[config.mk]
export PLATFORM = sky130hd
export DESIGN_NAME = six_channel_wavetable_sound_generator_core_flat
export DESIGN_NICKNAME = d
export VERILOG_FILES = /design/src/hw/rtl/wsg_pkg.sv /design/src/hw/rtl/wsg_if.sv /design/src/hw/rtl/wsg_div.sv /design/src/hw/rtl/wsg_dp.sv /design/src/hw/rtl/wsg_ctrl.sv /design/src/hw/rtl/six_channel_wavetable_sound_generator_core.sv /design/src/flat_wrapper.sv
export VERILOG_INCLUDE_DIRS = /design/src /design/src/hw/rtl
export SDC_FILE = /design/constraint.sdc
export NUM_CORES = 2
export LEC_CHECK = 0
export BUFFER_PORTS_ARGS = -buffer_cell sky130_fd_sc_hd__buf_2
export CAP_MARGIN = 20
export CORE_AREA = 2 2 495 497
export DETAILED_ROUTE_END_ITERATION = 7
export DIE_AREA = 0 0 497 499
export SETUP_SLACK_MARGIN = 0.1
export SLEW_MARGIN = 30
export SYNTH_ARGS = -nofsm -noshare
export SYNTH_HDL_FRONTEND = slang
export SYNTH_SLANG_ARGS = --single-unit
[constraint.sdc]
create_clock -name clock -period 6.7 [get_ports clock]
set_clock_uncertainty 0.15 [all_clocks]
set_input_delay 1.34 -clock clock [delete_from_list [all_inputs] [get_ports clock]]
set_output_delay 1.34 -clock clock [all_outputs]
set_load 0.01 [all_outputs]
[src/hw/rtl/assert_macros.svh]
// ----------------------------------------------------------------------------
// assertion macros
// shared concurrent assertion forms, clocked on clock
// ----------------------------------------------------------------------------
`ifndef ASSERT_MACROS_SVH
`define ASSERT_MACROS_SVH

// checked outside reset only
`define WSG_ASSERT(lbl, prop, msg) \
   lbl: assert property (@(posedge clock) disable iff (reset) prop) else $error(msg);

// checked on every edge, reset included
`define WSG_ASSERT_ALWAYS(lbl, prop, msg) \
   lbl: assert property (@(posedge clock) prop) else $error(msg);

`endif

[src/hw/rtl/wsg_pkg.sv]
// ----------------------------------------------------------------------------
// wsg_pkg
// shared types and constants of the wavetable sound generator
// ----------------------------------------------------------------------------
package wsg_pkg;

   localparam int NUM_CH       = 6;
   localparam int WAVE_DEPTH   = 32;
   localparam int WAVE_ENTRIES = NUM_CH * WAVE_DEPTH;
   localparam int WAVE_AW      = $clog2(WAVE_ENTRIES);
   localparam int CH_W         = 3;
   localparam int RATE_W       = 17;
   localparam int PHASE_W      = 21;
   localparam int NPHASE_W     = 32;
   localparam int LFSR_W       = 18;
   localparam int CSR_AW       = 4;

   // register index codes
   localparam logic [1:0] CSR_MASTER_VOLUME = 2'd0;
   localparam logic [1:0] CSR_CHANNEL_MASK  = 2'd1;
   localparam logic [1:0] CSR_SAMPLE_RATE   = 2'd2;

   localparam logic [7:0]        MASTER_VOLUME_RST = 8'd255;
   localparam logic [NUM_CH-1:0] CHANNEL_MASK_RST  = 6'd63;
   localparam logic [RATE_W-1:0] SAMPLE_RATE_RST   = 17'd22050;

   // field select codes
   localparam logic [2:0] FS_CONTROL   = 3'd0;
   localparam logic [2:0] FS_BALANCE   = 3'd1;
   localparam logic [2:0] FS_FREQ_LOW  = 3'd2;
   localparam logic [2:0] FS_FREQ_HIGH = 3'd3;
   localparam logic [2:0] FS_NOISE     = 3'd4;
   localparam logic [2:0] FS_DDA       = 3'd5;
   localparam logic [2:0] FS_WAVE      = 3'd6;

   localparam logic signed [17:0] SAMPLE_MAX = 18'sd32767;
   localparam logic signed [17:0] SAMPLE_MIN = -18'sd32768;

   typedef enum logic [2:0] {
      SRC_OFF,
      SRC_DDA,
      SRC_NOISE,
      SRC_WAVE,
      SRC_MUTE
   } src_type;

   typedef enum logic [1:0] {
      DSEL_CLK,
      DSEL_NOISE,
      DSEL_WAVE
   } dsel_type;

   typedef struct packed {
      logic            mode;
      logic [2:0]      channel;
      logic [2:0]      field_select;
      logic [4:0]      wave_slot;
      logic [7:0]      write_value;
   } wsg_item_type;

   typedef struct packed {
      logic [7:0]        master_volume;
      logic [NUM_CH-1:0] channel_mask;
      logic [RATE_W-1:0] sample_rate;
   } wsg_cfg_type;

   typedef struct packed {
      logic            write;
      logic            tick_start;
      logic            div_start;
      dsel_type        div_sel;
      logic            cap_q1;
      logic            cap_ninc;
      logic            ch_load;
      logic            wave_adv;
      logic            noise_add;
      logic            noise_step;
      logic            mul;
      logic            acc;
      logic            load_out;
      logic [CH_W-1:0] ch;
   } wsg_cmd_type;

   typedef struct packed {
      logic    div_done;
      src_type src;
      logic    noise_more;
   } wsg_stat_type;

   // 5-bit level to signed sample, zero is skipped
   function automatic logic signed [5:0] centered(input logic [4:0] v);
      return signed'({1'b0, v}) - 6'sd16 + signed'({5'b0, v[4]});
   endfunction

endpackage

[src/hw/rtl/wsg_if.sv]
// ----------------------------------------------------------------------------
// wsg_if
// valid/ready channels for request words and sample words
// ----------------------------------------------------------------------------
interface wsg_req_if;
   logic       valid;
   logic       ready;
   logic       mode;
   logic [2:0] channel;
   logic [2:0] field_select;
   logic [4:0] wave_slot;
   logic [7:0] write_value;

   modport source (output valid, mode, channel, field_select, wave_slot, write_value,
                   input ready);
   modport sink (input valid, mode, channel, field_select, wave_slot, write_value,
                 output ready);
endinterface

interface wsg_rsp_if;
   logic               valid;
   logic               ready;
   logic signed [15:0] left_sample;
   logic signed [15:0] right_sample;

   modport source (output valid, left_sample, right_sample, input ready);
   modport sink (input valid, left_sample, right_sample, output ready);
endinterface

[src/hw/rtl/wsg_div.sv]
// ----------------------------------------------------------------------------
// wsg_div
// restoring divider, one quotient bit per cycle
// ----------------------------------------------------------------------------
module wsg_div
   import wsg_pkg::*;
#(
   parameter int DVD_W = 38
) (
   input  logic              clock,
   input  logic              reset,
   input  logic              start,
   input  logic [DVD_W-1:0]  dividend,
   input  logic [RATE_W-1:0] divisor,
   output logic              done,
   output logic [DVD_W-1:0]  quotient
);

   localparam int CNT_W = $clog2(DVD_W);

   logic              busy_ff, busy_in;
   logic              done_ff, done_in;
   logic [CNT_W-1:0]  cnt_ff, cnt_in;
   logic [RATE_W-1:0] rem_ff, rem_in;
   logic [DVD_W-1:0]  shf_ff, shf_in;
   logic [RATE_W-1:0] dvs_ff, dvs_in;
   logic [RATE_W:0]   trial;

   always_comb begin
      busy_in = busy_ff;
      done_in = 1'b0;
      cnt_in  = cnt_ff;
      rem_in  = rem_ff;
      shf_in  = shf_ff;
      dvs_in  = dvs_ff;
      trial   = {rem_ff, shf_ff[DVD_W-1]};
      if (start) begin
         busy_in = 1'b1;
         cnt_in  = '0;
         rem_in  = '0;
         shf_in  = dividend;
         dvs_in  = divisor;
      end else if (busy_ff) begin
         if (trial >= {1'b0, dvs_ff}) begin
            rem_in = RATE_W'(trial - {1'b0, dvs_ff});
            shf_in = {shf_ff[DVD_W-2:0], 1'b1};
         end else begin
            rem_in = trial[RATE_W-1:0];
            shf_in = {shf_ff[DVD_W-2:0], 1'b0};
         end
         cnt_in = cnt_ff + 1'b1;
         if (cnt_ff == CNT_W'(DVD_W - 1)) begin
            busy_in = 1'b0;
            done_in = 1'b1;
         end
      end
   end

   always_ff @(posedge clock) begin
      if (reset) begin
         busy_ff <= 1'b0;
         done_ff <= 1'b0;
         cnt_ff  <= '0;
      end else begin
         busy_ff <= busy_in;
         done_ff <= done_in;
         cnt_ff  <= cnt_in;
      end
   end

   always_ff @(posedge clock) begin
      rem_ff <= rem_in;
      shf_ff <= shf_in;
      dvs_ff <= dvs_in;
   end

   assign done     = done_ff;
   assign quotient = shf_ff;

endmodule

[src/hw/rtl/wsg_dp.sv]
// ----------------------------------------------------------------------------
// wsg_dp
// channel state, wave memory, noise lfsrs, step divider and stereo mixer
// ----------------------------------------------------------------------------
module wsg_dp
   import wsg_pkg::*;
#(
   parameter int PSG_CLOCK_HZ = 3579545
) (
   input  logic               clock,
   input  logic               reset,
   input  wsg_cmd_type        cmd,
   output wsg_stat_type       stat,
   input  wsg_item_type       item,
   input  wsg_cfg_type        cfg,
   output logic signed [15:0] left_sample,
   output logic signed [15:0] right_sample
);

   localparam int CLK_W = $clog2(PSG_CLOCK_HZ + 1);
   localparam int DVD_W = CLK_W + 16;
   localparam logic [CLK_W-1:0] CLK_VAL = CLK_W'(PSG_CLOCK_HZ);

   // per-channel registers
   logic [7:0]         ctl_ff   [NUM_CH];
   logic [7:0]         bal_ff   [NUM_CH];
   logic [11:0]        per_ff   [NUM_CH];
   logic [7:0]         nctl_ff  [NUM_CH];
   logic [4:0]         dda_ff   [NUM_CH];
   logic [PHASE_W-1:0] phase_ff [NUM_CH];
   logic [4:0]         ptr_ff   [NUM_CH];

   // noise generators of the last two channels
   logic [NPHASE_W-1:0] nphase_ff [2];
   logic [LFSR_W-1:0]   nshift_ff [2];
   logic signed [4:0]   nout_ff   [2];

   // wave memory
   logic [4:0]              wave_mem [WAVE_ENTRIES];
   logic [WAVE_ENTRIES-1:0] wave_vld_ff;
   logic [4:0]              rd_data_ff;
   logic                    rd_vld_ff;
   logic [WAVE_AW-1:0]      wr_addr, rd_addr;
   logic                    wr_ok, wave_wr;

   logic [CLK_W-1:0]    q1_ff;
   logic [NPHASE_W-1:0] ninc_ff;
   logic [4:0]          lv_ff, rv_ff;
   logic signed [11:0]  prod_l_ff, prod_r_ff;
   logic signed [15:0]  acc_l_ff, acc_r_ff;
   logic signed [15:0]  out_l_ff, out_r_ff;

   // divider hookup
   logic                div_done;
   logic [DVD_W-1:0]    div_quot, div_dvd;
   logic [RATE_W-1:0]   div_dvs, rate_eff;

   // selected channel view
   logic [CH_W-1:0]     c;
   logic                n;
   logic [7:0]          ctl_s, bal_s, nctl_s;
   logic [11:0]         per_s;
   logic [4:0]          f;
   logic [10:0]         np;
   logic [26:0]         npf;
   logic [7:0]          pan9_l, pan9_r;
   logic [12:0]         vol_l, vol_r;
   logic signed [5:0]   s;
   logic [PHASE_W-1:0]  phase_new;
   logic signed [16:0]  term_l, term_r;
   logic signed [17:0]  sum_l, sum_r;
   logic signed [15:0]  sat_l, sat_r;
   logic [LFSR_W-1:0]   v;
   logic                fb;
   src_type             src;

   assign c      = cmd.ch;
   assign n      = cmd.ch[0];
   assign ctl_s  = ctl_ff[c];
   assign bal_s  = bal_ff[c];
   assign nctl_s = nctl_ff[c];
   assign per_s  = per_ff[c];

   always_comb begin
      if (!ctl_s[7])
         src = SRC_OFF;
      else if (ctl_s[6])
         src = SRC_DDA;
      else if ((c == CH_W'(4) || c == CH_W'(5)) && nctl_s[7])
         src = SRC_NOISE;
      else if (per_s != '0)
         src = SRC_WAVE;
      else
         src = SRC_MUTE;
   end

   // lfsr period in 11.16
   assign f   = nctl_s[4:0];
   assign np  = (f == 5'h1F) ? 11'd32 : {~f, 6'b0};
   assign npf = {np, 16'b0};

   assign stat.div_done   = div_done;
   assign stat.src        = src;
   assign stat.noise_more = nphase_ff[n] >= NPHASE_W'(npf);

   assign rate_eff = (cfg.sample_rate == '0) ? RATE_W'(1) : cfg.sample_rate;

   always_comb begin
      case (cmd.div_sel)
         DSEL_CLK: begin
            div_dvd = DVD_W'(CLK_VAL);
            div_dvs = rate_eff;
         end
         DSEL_NOISE: begin
            div_dvd = {CLK_VAL, 16'b0};
            div_dvs = rate_eff;
         end
         DSEL_WAVE: begin
            div_dvd = {q1_ff, 16'b0};
            div_dvs = RATE_W'(per_s);
         end
         default: begin
            div_dvd = '0;
            div_dvs = RATE_W'(1);
         end
      endcase
   end

   wsg_div #(.DVD_W(DVD_W)) u_div (
      .clock    (clock),
      .reset    (reset),
      .start    (cmd.div_start),
      .dividend (div_dvd),
      .divisor  (div_dvs),
      .done     (div_done),
      .quotient (div_quot)
   );

   // channel volume per side
   assign pan9_l = {1'b0, bal_s[7:4], 3'b0} + 8'(bal_s[7:4]);
   assign pan9_r = {1'b0, bal_s[3:0], 3'b0} + 8'(bal_s[3:0]);
   assign vol_l  = 13'(pan9_l) * 13'(ctl_s[4:0]);
   assign vol_r  = 13'(pan9_r) * 13'(ctl_s[4:0]);

   always_comb begin
      case (src)
         SRC_DDA:   s = centered(dda_ff[c]);
         SRC_NOISE: s = 6'(nout_ff[n]);
         SRC_WAVE:  s = rd_vld_ff ? centered(rd_data_ff) : centered(5'd0);
         default:   s = '0;
      endcase
   end

   assign phase_new = phase_ff[c] + div_quot[PHASE_W-1:0];

   assign v  = nshift_ff[n];
   assign fb = v[0] ^ v[1] ^ v[11] ^ v[12] ^ v[17];

   assign term_l = prod_l_ff * signed'({1'b0, cfg.master_volume[7:4]});
   assign term_r = prod_r_ff * signed'({1'b0, cfg.master_volume[3:0]});
   assign sum_l  = 18'(acc_l_ff) + 18'(term_l);
   assign sum_r  = 18'(acc_r_ff) + 18'(term_r);

   always_comb begin
      if (sum_l > SAMPLE_MAX)
         sat_l = SAMPLE_MAX[15:0];
      else if (sum_l < SAMPLE_MIN)
         sat_l = SAMPLE_MIN[15:0];
      else
         sat_l = sum_l[15:0];
      if (sum_r > SAMPLE_MAX)
         sat_r = SAMPLE_MAX[15:0];
      else if (sum_r < SAMPLE_MIN)
         sat_r = SAMPLE_MIN[15:0];
      else
         sat_r = sum_r[15:0];
   end

   assign wr_ok   = cmd.write && (item.channel < CH_W'(NUM_CH));
   assign wave_wr = wr_ok && (item.field_select == FS_WAVE);
   assign wr_addr = {item.channel, item.wave_slot};
   assign rd_addr = {c, ptr_ff[c]};

   // channel and noise state
   always_ff @(posedge clock) begin
      if (reset) begin
         for (int i = 0; i < NUM_CH; i++) begin
            ctl_ff[i]   <= '0;
            bal_ff[i]   <= '0;
            per_ff[i]   <= '0;
            nctl_ff[i]  <= '0;
            dda_ff[i]   <= '0;
            phase_ff[i] <= '0;
            ptr_ff[i]   <= '0;
         end
         for (int k = 0; k < 2; k++) begin
            nphase_ff[k] <= '0;
            nshift_ff[k] <= LFSR_W'(1);
            nout_ff[k]   <= '0;
         end
         wave_vld_ff <= '0;
      end else begin
         if (wr_ok) begin
            case (item.field_select)
               FS_CONTROL:   ctl_ff[item.channel]        <= item.write_value;
               FS_BALANCE:   bal_ff[item.channel]        <= item.write_value;
               FS_FREQ_LOW:  per_ff[item.channel][7:0]   <= item.write_value;
               FS_FREQ_HIGH: per_ff[item.channel][11:8]  <= item.write_value[3:0];
               FS_NOISE:     nctl_ff[item.channel]       <= item.write_value;
               FS_DDA:       dda_ff[item.channel]        <= item.write_value[4:0];
               FS_WAVE:      wave_vld_ff[wr_addr]        <= 1'b1;
               default: ;
            endcase
         end
         if (cmd.mul && src == SRC_OFF)
            phase_ff[c] <= '0;
         if (cmd.wave_adv) begin
            phase_ff[c] <= phase_new;
            ptr_ff[c]   <= phase_new[PHASE_W-1:16];
         end
         if (cmd.noise_add)
            nphase_ff[n] <= nphase_ff[n] + ninc_ff;
         if (cmd.noise_step) begin
            nphase_ff[n] <= nphase_ff[n] - NPHASE_W'(npf);
            nout_ff[n]   <= v[0] ? 5'sd15 : -5'sd16;
            nshift_ff[n] <= {fb, v[LFSR_W-1:1]};
         end
      end
   end

   // wave memory write and registered read
   always_ff @(posedge clock) begin
      if (wave_wr)
         wave_mem[wr_addr] <= item.write_value[4:0];
      if (cmd.ch_load)
         rd_data_ff <= wave_mem[rd_addr];
   end

   always_ff @(posedge clock) begin
      if (cmd.ch_load) begin
         rd_vld_ff <= wave_vld_ff[rd_addr];
         lv_ff     <= vol_l[12:8];
         rv_ff     <= vol_r[12:8];
      end
      if (cmd.cap_q1)
         q1_ff <= div_quot[CLK_W-1:0];
      if (cmd.cap_ninc)
         ninc_ff <= div_quot[NPHASE_W-1:0];
      if (cmd.mul) begin
         prod_l_ff <= 12'(s) * signed'({7'b0, lv_ff});
         prod_r_ff <= 12'(s) * signed'({7'b0, rv_ff});
      end
      if (cmd.tick_start) begin
         acc_l_ff <= '0;
         acc_r_ff <= '0;
      end else if (cmd.acc && cfg.channel_mask[c]) begin
         acc_l_ff <= sat_l;
         acc_r_ff <= sat_r;
      end
      if (cmd.load_out) begin
         out_l_ff <= acc_l_ff;
         out_r_ff <= acc_r_ff;
      end
   end

   assign left_sample  = out_l_ff;
   assign right_sample = out_r_ff;

endmodule

[src/hw/rtl/wsg_ctrl.sv]
// ----------------------------------------------------------------------------
// wsg_ctrl
// sequencer: field writes, step divisions, per-channel walk, sample hand-off
// ----------------------------------------------------------------------------
`include "assert_macros.svh"

module wsg_ctrl
   import wsg_pkg::*;
(
   input  logic         clock,
   input  logic         reset,
   input  logic         req_valid,
   input  logic         req_mode,
   output logic         req_ready,
   output logic         rsp_valid,
   input  logic         rsp_ready,
   input  wsg_stat_type stat,
   output wsg_cmd_type  cmd
);

   typedef enum logic [9:0] {
      ST_IDLE       = 10'b0000000001,
      ST_DIV_CLK    = 10'b0000000010,
      ST_DIV_NOISE  = 10'b0000000100,
      ST_CH_START   = 10'b0000001000,
      ST_CH_DIV     = 10'b0000010000,
      ST_NOISE_ADD  = 10'b0000100000,
      ST_NOISE_STEP = 10'b0001000000,
      ST_CH_MUL     = 10'b0010000000,
      ST_CH_ACC     = 10'b0100000000,
      ST_OUT        = 10'b1000000000
   } state_type;

   state_type       state_ff, state_in;
   logic [CH_W-1:0] ch_ff, ch_in;
   logic            rsp_valid_ff, rsp_valid_in;

   always_comb begin
      state_in  = state_ff;
      ch_in     = ch_ff;
      cmd       = '0;
      cmd.ch    = ch_ff;
      req_ready = 1'b0;
      case (state_ff)
         ST_IDLE: begin
            req_ready = 1'b1;
            if (req_valid) begin
               if (req_mode) begin
                  cmd.write = 1'b1;
               end else begin
                  cmd.tick_start = 1'b1;
                  cmd.div_start  = 1'b1;
                  cmd.div_sel    = DSEL_CLK;
                  ch_in          = '0;
                  state_in       = ST_DIV_CLK;
               end
            end
         end
         ST_DIV_CLK: begin
            if (stat.div_done) begin
               cmd.cap_q1    = 1'b1;
               cmd.div_start = 1'b1;
               cmd.div_sel   = DSEL_NOISE;
               state_in      = ST_DIV_NOISE;
            end
         end
         ST_DIV_NOISE: begin
            if (stat.div_done) begin
               cmd.cap_ninc = 1'b1;
               state_in     = ST_CH_START;
            end
         end
         ST_CH_START: begin
            cmd.ch_load = 1'b1;
            case (stat.src)
               SRC_WAVE: begin
                  cmd.div_start = 1'b1;
                  cmd.div_sel   = DSEL_WAVE;
                  state_in      = ST_CH_DIV;
               end
               SRC_NOISE: state_in = ST_NOISE_ADD;
               default:   state_in = ST_CH_MUL;
            endcase
         end
         ST_CH_DIV: begin
            if (stat.div_done) begin
               cmd.wave_adv = 1'b1;
               state_in     = ST_CH_MUL;
            end
         end
         ST_NOISE_ADD: begin
            cmd.noise_add = 1'b1;
            state_in      = ST_NOISE_STEP;
         end
         ST_NOISE_STEP: begin
            if (stat.noise_more)
               cmd.noise_step = 1'b1;
            else
               state_in = ST_CH_MUL;
         end
         ST_CH_MUL: begin
            cmd.mul  = 1'b1;
            state_in = ST_CH_ACC;
         end
         ST_CH_ACC: begin
            cmd.acc = 1'b1;
            if (ch_ff == CH_W'(NUM_CH - 1)) begin
               state_in = ST_OUT;
            end else begin
               ch_in    = ch_ff + 1'b1;
               state_in = ST_CH_START;
            end
         end
         ST_OUT: begin
            if (!rsp_valid_ff || rsp_ready) begin
               cmd.load_out = 1'b1;
               state_in     = ST_IDLE;
            end
         end
         default: state_in = ST_IDLE;
      endcase
   end

   assign rsp_valid_in = cmd.load_out || (rsp_valid_ff && !rsp_ready);
   assign rsp_valid    = rsp_valid_ff;

   always_ff @(posedge clock) begin
      if (reset) begin
         state_ff     <= ST_IDLE;
         ch_ff        <= '0;
         rsp_valid_ff <= 1'b0;
      end else begin
         state_ff     <= state_in;
         ch_ff        <= ch_in;
         rsp_valid_ff <= rsp_valid_in;
      end
   end

   `WSG_ASSERT(a_tick_starts_div, (req_valid && req_ready && !req_mode) |=> (state_ff == ST_DIV_CLK), "tick did not start the rate division")
   `WSG_ASSERT(a_done_in_div_state, stat.div_done |-> (state_ff == ST_DIV_CLK || state_ff == ST_DIV_NOISE || state_ff == ST_CH_DIV), "divider finished outside a wait state")
   `WSG_ASSERT(a_load_sets_valid, cmd.load_out |=> rsp_valid_ff, "loaded sample not offered")
   `WSG_ASSERT_ALWAYS(a_reset_idle, reset |=> (state_ff == ST_IDLE && !rsp_valid_ff), "reset did not return to idle")

endmodule

[src/hw/rtl/six_channel_wavetable_sound_generator_core.sv]
// ----------------------------------------------------------------------------
// six_channel_wavetable_sound_generator_core
// six-channel wavetable/noise/dda sound generator, one stereo word per tick
// ----------------------------------------------------------------------------
//   port    dir   handshake           word
//   req     in    valid/ready         mode, channel, field_select, wave_slot, write_value
//   rsp     out   valid/ready         left_sample, right_sample
//   csr     in    apb psel/penable    master_volume, channel_mask, sample_rate
//
// a field write is done on accept; a tick is accepted, then runs two rate divisions
// of a D-bit dividend (D = clock width + 16, 38 at the default clock) through one
// shared divider, then walks the six channels: each is loaded, then a wave channel
// takes a step division and a noise channel a phase add and one step per lfsr clock,
// then each is multiplied and accumulated; last the word goes to the output register
// reset is synchronous and clears all channel state, noise lfsrs to one, and the
// wave memory valid bits; the block takes requests only in idle, and a finished
// word waits in the output register while the next request is taken
// ----------------------------------------------------------------------------
module six_channel_wavetable_sound_generator_core
   import wsg_pkg::*;
#(
   parameter int PSG_CLOCK_HZ = 3579545
) (
   input  logic              clock,
   input  logic              reset,
   wsg_req_if.sink           req,
   wsg_rsp_if.source         rsp,
   input  logic              psel,
   input  logic              penable,
   input  logic              pwrite,
   input  logic [CSR_AW-1:0] paddr,
   input  logic [31:0]       pwdata,
   output logic [31:0]       prdata,
   output logic              pready
);

   // configuration registers
   logic [7:0]        master_volume_ff;
   logic [NUM_CH-1:0] channel_mask_ff;
   logic [RATE_W-1:0] sample_rate_ff;
   logic              csr_wr;
   logic [1:0]        csr_idx;

   wsg_item_type item;
   wsg_cfg_type  cfg;
   wsg_cmd_type  cmd;
   wsg_stat_type stat;

   assign pready  = 1'b1;
   assign csr_wr  = psel && penable && pwrite;
   // registers sit on word addresses
   assign csr_idx = paddr[3:2];

   always_ff @(posedge clock) begin
      if (reset) begin
         master_volume_ff <= MASTER_VOLUME_RST;
         channel_mask_ff  <= CHANNEL_MASK_RST;
         sample_rate_ff   <= SAMPLE_RATE_RST;
      end else if (csr_wr) begin
         case (csr_idx)
            CSR_MASTER_VOLUME: master_volume_ff <= pwdata[7:0];
            CSR_CHANNEL_MASK:  channel_mask_ff  <= pwdata[NUM_CH-1:0];
            CSR_SAMPLE_RATE:   sample_rate_ff   <= pwdata[RATE_W-1:0];
            default: ;
         endcase
      end
   end

   always_comb begin
      case (csr_idx)
         CSR_MASTER_VOLUME: prdata = 32'(master_volume_ff);
         CSR_CHANNEL_MASK:  prdata = 32'(channel_mask_ff);
         CSR_SAMPLE_RATE:   prdata = 32'(sample_rate_ff);
         default:           prdata = '0;
      endcase
   end

   assign cfg.master_volume = master_volume_ff;
   assign cfg.channel_mask  = channel_mask_ff;
   assign cfg.sample_rate   = sample_rate_ff;

   // request word straight from the port, used on the accept cycle only
   assign item.mode         = req.mode;
   assign item.channel      = req.channel;
   assign item.field_select = req.field_select;
   assign item.wave_slot    = req.wave_slot;
   assign item.write_value  = req.write_value;

   wsg_ctrl u_ctrl (
      .clock     (clock),
      .reset     (reset),
      .req_valid (req.valid),
      .req_mode  (req.mode),
      .req_ready (req.ready),
      .rsp_valid (rsp.valid),
      .rsp_ready (rsp.ready),
      .stat      (stat),
      .cmd       (cmd)
   );

   wsg_dp #(.PSG_CLOCK_HZ(PSG_CLOCK_HZ)) u_dp (
      .clock        (clock),
      .reset        (reset),
      .cmd          (cmd),
      .stat         (stat),
      .item         (item),
      .cfg          (cfg),
      .left_sample  (rsp.left_sample),
      .right_sample (rsp.right_sample)
   );

endmodule
[src/flat_wrapper.sv]
// flat-port wrapper written by rule: the top's interface ports become plain ports
module six_channel_wavetable_sound_generator_core_flat import wsg_pkg::*;
#(
   parameter int PSG_CLOCK_HZ = 3579545
)
  (clock, reset, psel, penable, pwrite, paddr, pwdata, prdata, pready, req_valid, req_mode, req_channel, req_field_select, req_wave_slot, req_write_value, req_ready, rsp_valid, rsp_left_sample, rsp_right_sample, rsp_ready);
  wsg_req_if req_i ();
  wsg_rsp_if rsp_i ();
  input  logic clock;
  input  logic reset;
  input  logic psel;
  input  logic penable;
  input  logic pwrite;
  input  logic [CSR_AW-1:0] paddr;
  input  logic [31:0] pwdata;
  output logic [31:0] prdata;
  output logic pready;
  input wire logic [$bits(req_i.valid)-1:0] req_valid;
  input wire logic [$bits(req_i.mode)-1:0] req_mode;
  input wire logic [$bits(req_i.channel)-1:0] req_channel;
  input wire logic [$bits(req_i.field_select)-1:0] req_field_select;
  input wire logic [$bits(req_i.wave_slot)-1:0] req_wave_slot;
  input wire logic [$bits(req_i.write_value)-1:0] req_write_value;
  output wire logic [$bits(req_i.ready)-1:0] req_ready;
  output wire logic [$bits(rsp_i.valid)-1:0] rsp_valid;
  output wire logic [$bits(rsp_i.left_sample)-1:0] rsp_left_sample;
  output wire logic [$bits(rsp_i.right_sample)-1:0] rsp_right_sample;
  input wire logic [$bits(rsp_i.ready)-1:0] rsp_ready;
  assign req_i.valid = req_valid;
  assign req_i.mode = req_mode;
  assign req_i.channel = req_channel;
  assign req_i.field_select = req_field_select;
  assign req_i.wave_slot = req_wave_slot;
  assign req_i.write_value = req_write_value;
  assign req_ready = req_i.ready;
  assign rsp_valid = rsp_i.valid;
  assign rsp_left_sample = rsp_i.left_sample;
  assign rsp_right_sample = rsp_i.right_sample;
  assign rsp_i.ready = rsp_ready;
  six_channel_wavetable_sound_generator_core #(.PSG_CLOCK_HZ(PSG_CLOCK_HZ)) u_core (.clock(clock), .reset(reset), .req(req_i), .rsp(rsp_i), .psel(psel), .penable(penable), .pwrite(pwrite), .paddr(paddr), .pwdata(pwdata), .prdata(prdata), .pready(pready));
endmodule
==> results.py <==
metrics = {
    "placement": {
        "dp_hpwl_um": 158000,
        "place.gp.congestion": 0.847,
        "place_inst": 11100,
        "place.port_buffers": 96,
    },
    "finish": {
        "area_delta_synth_final_pct": 12.4,
        "fin_nets": 8589,
        "nFillCells": 21900,
        "finalNonFillerCells": 11500,
        "drive_above_1_share_pct": 10.8,
    },
    "sta": {
        "timing.slew.headroom_pct": 31.2,
        "period_needed_ps": 6380,
        "max_clock_freq_mhz": 157,
        "worst_slew_pin_slew_ps": 1030,
        "rsz0062_at_grt": "false",
        "finalMaxSlewViolations": 0,
        "setup_violations": 0,
        "fin_setup_tns_ps": 0,
        "whs_ps": 295,
        "finalCritPeriodShare_pct": 95.2,
        "report.final.hold_viol_count": 0,
    },
    "global_routing": {
        "antenna_found_initial": 10,
        "first_global_vias": 61900,
        "grt_overflow": 0,
        "track_usage_pct": 19.4,
        "grt_pass1_wl_um": 374000,
        "grt_max_degree": 185,
    },
    "logic_synthesis": {
        "synth_warnings": 0,
        "syn_area_um2": 96400,
        "synthFlopType": "edfxtp_1",
        "yosysUniqueCellTypes": 84,
        "synth-seq-area-share_pct": 60.9,
        "netlist_instances": 8017,
        "syn_avg_cell_area_um2": 12.0,
        "synth-edff-count": 1757,
        "ys_async_sr_fraction_pct": 0,
        "ys_ff_latch": 2054,
    },
    "floorplan": {
        "io_pins": 130,
        "row_count": 181,
        "core_area_um2": 243000,
        "die_area_um2": 248000,
        "dieHeight_um": 499,
        "initial_core_util_pct": 39.8,
        "die_w_um": 497,
    },
    "critical_path": {
        "path_cells": "mux4_2 -> or4_4 -> nor4_2 -> nand4b_1 -> nand2_2 -> nor3_1 -> buf_4 -> and2_1 -> buf_4 -> a221o_2 -> and2_1 -> fa_1 -> ha_1 -> ha_1 -> ha_1 -> fa_1 -> a21oi_1 -> nor2_1 -> nor2_1 -> o21bai_1 -> a21oi_2 -> o21bai_1 -> a21oi_2 -> xnor2_1",
        "cp_top_family": "simple AND/OR/NAND/NOR gates",
        "crit_arrival_ps": 6830,
        "worstReg2RegEnd": "u_core.u_dp.prod_r_ff[11]",
        "rrSetupSlack_ps": 320,
        "critPathMaxFanout": 7,
        "crit_path_end_kind": "flip-flop",
        "worst_path_most_repeated_cell": "ha_1",
        "crit_type": "reg -> reg",
        "cp_slowest_cell": "or4_4",
        "critPathBufInv": 2,
        "cp-start-kind": "flip-flop",
        "max_stage_delay_ps": 570,
        "cp.depth": 24,
        "r2r_cells": 24,
        "critPathRequiredTime_ps": 7160,
    },
    "worst_hold_path": {
        "hold_path_end": "u_core.u_dp.left_sample[15]",
        "min_path_type": "reg -> reg",
        "whs_path_depth": 0,
        "hp-start": "u_core.u_dp.acc_l_ff[15]",
    },
    "route": {
        "dr.pass1.iters": 8,
        "viasPerCell": 5.42,
        "drt-total-wl_um": 246000,
        "via_count": 62400,
        "wl_per_cell_um": 21.4,
        "drt_iter0_markers": 5370,
        "drc": 0,
        "drtAntennaViolNets": 0,
    },
    "pwr": {
        "power.density_nw_per_um2": 271,
        "vdd.ir_drop.worst_mv": 0.240,
        "p_leak_nw": 39.1,
    },
    "clocking": {
        "clock-root-buffer": "clkbuf_16",
        "cts_sinks": 2054,
        "clk_transition_reported_paths_ps": 60,
        "clkLatencyLatePin_ps": 880,
        "htree_levels": 4,
        "cts_hold_buf": 0,
        "numCtsBuffers": 213,
        "cts_tree": "done",
        "clockBufferDepth": 3,
    },
    "run_status": {
        "status": "complete, no violations",
    },
    "run": {
        "maxCapViolCount": 0,
    },
}
[repair_timing]
action | 4_1_cts | 5_1_grt
pin swaps | 0 | 8
buffers inserted | 0 | 2
endpoints found under the setup margin | 3 | 10
resized for setup | 3 | 15
cloned | 0 | 2
[worst max-delay path by stage]
stage                   start                        end  slack (ps)
CTS                 flip-flop  u_core.u_dp.prod_r_ff[11]         130
floorplan           flip-flop  u_core.u_dp.prod_r_ff[11]          70
finish              flip-flop  u_core.u_dp.prod_r_ff[11]         320
global placement    flip-flop  u_core.u_dp.prod_l_ff[11]          40
global route        flip-flop  u_core.u_dp.prod_r_ff[11]         110
detailed placement  flip-flop  u_core.u_dp.prod_r_ff[11]         0.3
[placed cells by master, fill, tap and decap left out, drive strengths merged, types with 87 or more instances in the layout]
| master | Yosys | routed |
|---|---|---|
| edfxtp | 1757 | 1757 |
| nor2 | 1174 | 1174 |
| nand2 | 971 | 971 |
| and2 | 436 | 436 |
| inv | 332 | 338 |
| dfxtp | 297 | 297 |
| clkbuf | 281 | 294 |
| buf | 190 | 282 |
| ha | 237 | 237 |
| o21ai | 236 | 236 |
| a21oi | 226 | 226 |
| a211oi | 208 | 208 |
| mux2i | 155 | 155 |
| fa | 154 | 154 |
| mux4 | 131 | 131 |
| a31oi | 128 | 128 |
| nand3 | 127 | 127 |
| xnor2 | 94 | 94 |
| conb | 2 | 92 |
| nor2b | 87 | 87 |
[cell usage after synthesis, types with 154 or more instances]
cell	number	area [um^2]
inv_1	331	1240
edfxtp_1	1757	52800
ha_1	237	2970
dfxtp_1	297	5950
nand2_1	971	3640
nor2_1	1173	4400
fa_1	154	3080
a211oi_1	208	1560
mux2i_1	155	1550
a21oi_1	226	1130
clkbuf_1	281	1050
and2_1	413	2580
o21ai_0	185	926
[cells by family (layout without fill, tap and decap cells)]
family | count (synthesis) | after routing | share of synthesized area, %
adders and majority gates | 391 | 391 | 6.27
and+or+nand+nor | 3085 | 3085 | 14.3
other | 2 | 94 | 0.00779
muxes | 363 | 363 | 5.57
xor gates and xnor gates | 143 | 143 | 1.30
buffers and inverters | 804 | 1016 | 3.54
DFF | 2054 | 2054 | 60.9
AOI/OAI and AO/OA | 1175 | 1176 | 8.13
[area by class of cell]
| class | count | area [um^2] | share of cell area, % |
|---|---|---|---|
| sequential | 2054 | 58700 | 54.2 |
| multi-input combinational | 5250 | 34900 | 32.2 |
| clock buffer | 293 | 5960 | 5.50 |
| tap | 3202 | 4010 | 3.69 |
| timing repair buffer | 283 | 2330 | 2.15 |
| inverter | 333 | 1250 | 1.15 |
| clock inverter | 107 | 1230 | 1.13 |
| antenna | 2 | 5.00 | 0.00462 |
[layer usage]
layer,wire length (um),global-route usage [%]
met5,38,0
met4,6490,5.53
met3,15400,3.10
met2,118000,32.0
met1,107000,26.5
[sequential cells by signal (all words and copies together), names as in the netlist, 32 cells and up, named ones only]
| signal | flops |
|---|---|
| u_core.u_dp.bal_ff | 64 |
| u_core.u_dp.ctl_ff | 56 |
| u_core.u_dp.dda_ff | 40 |
| u_core.u_dp.nctl_ff | 48 |
| u_core.u_dp.ninc_ff | 32 |
| u_core.u_dp.nphase_ff | 64 |
| u_core.u_dp.nshift_ff | 36 |
| u_core.u_dp.per_ff | 96 |
| u_core.u_dp.phase_ff | 168 |
| u_core.u_dp.ptr_ff | 40 |
| u_core.u_dp.u_div.quotient | 38 |
| u_core.u_dp.wave_mem | 960 |
| u_core.u_dp.wave_vld_ff | 192 |
[metrics by stage]
step | power [mW] | cell area, um^2 | setup slack [ps] | util, %
finish | 29.4 | 108000 | 322 | 44.7
global route | 30.4 | 108000 | 106 | 44.7
CTS | 29.6 | 108000 | 129 | 44.7
detailed placement | 17.6 | 101000 | 0.350 | 41.7
global placement | 17.5 | 101000 | 41.3 | 41.7
floorplan | 16.6 | 96800 | 68.7 | -
[power by group]
part	internal, mW	total (mW)	switching, mW
clock	6.92	12.0	5.11
sequential	14.2	14.5	0.223
combinational	1.01	2.89	1.87
Power figures use the tool's default switching activity.
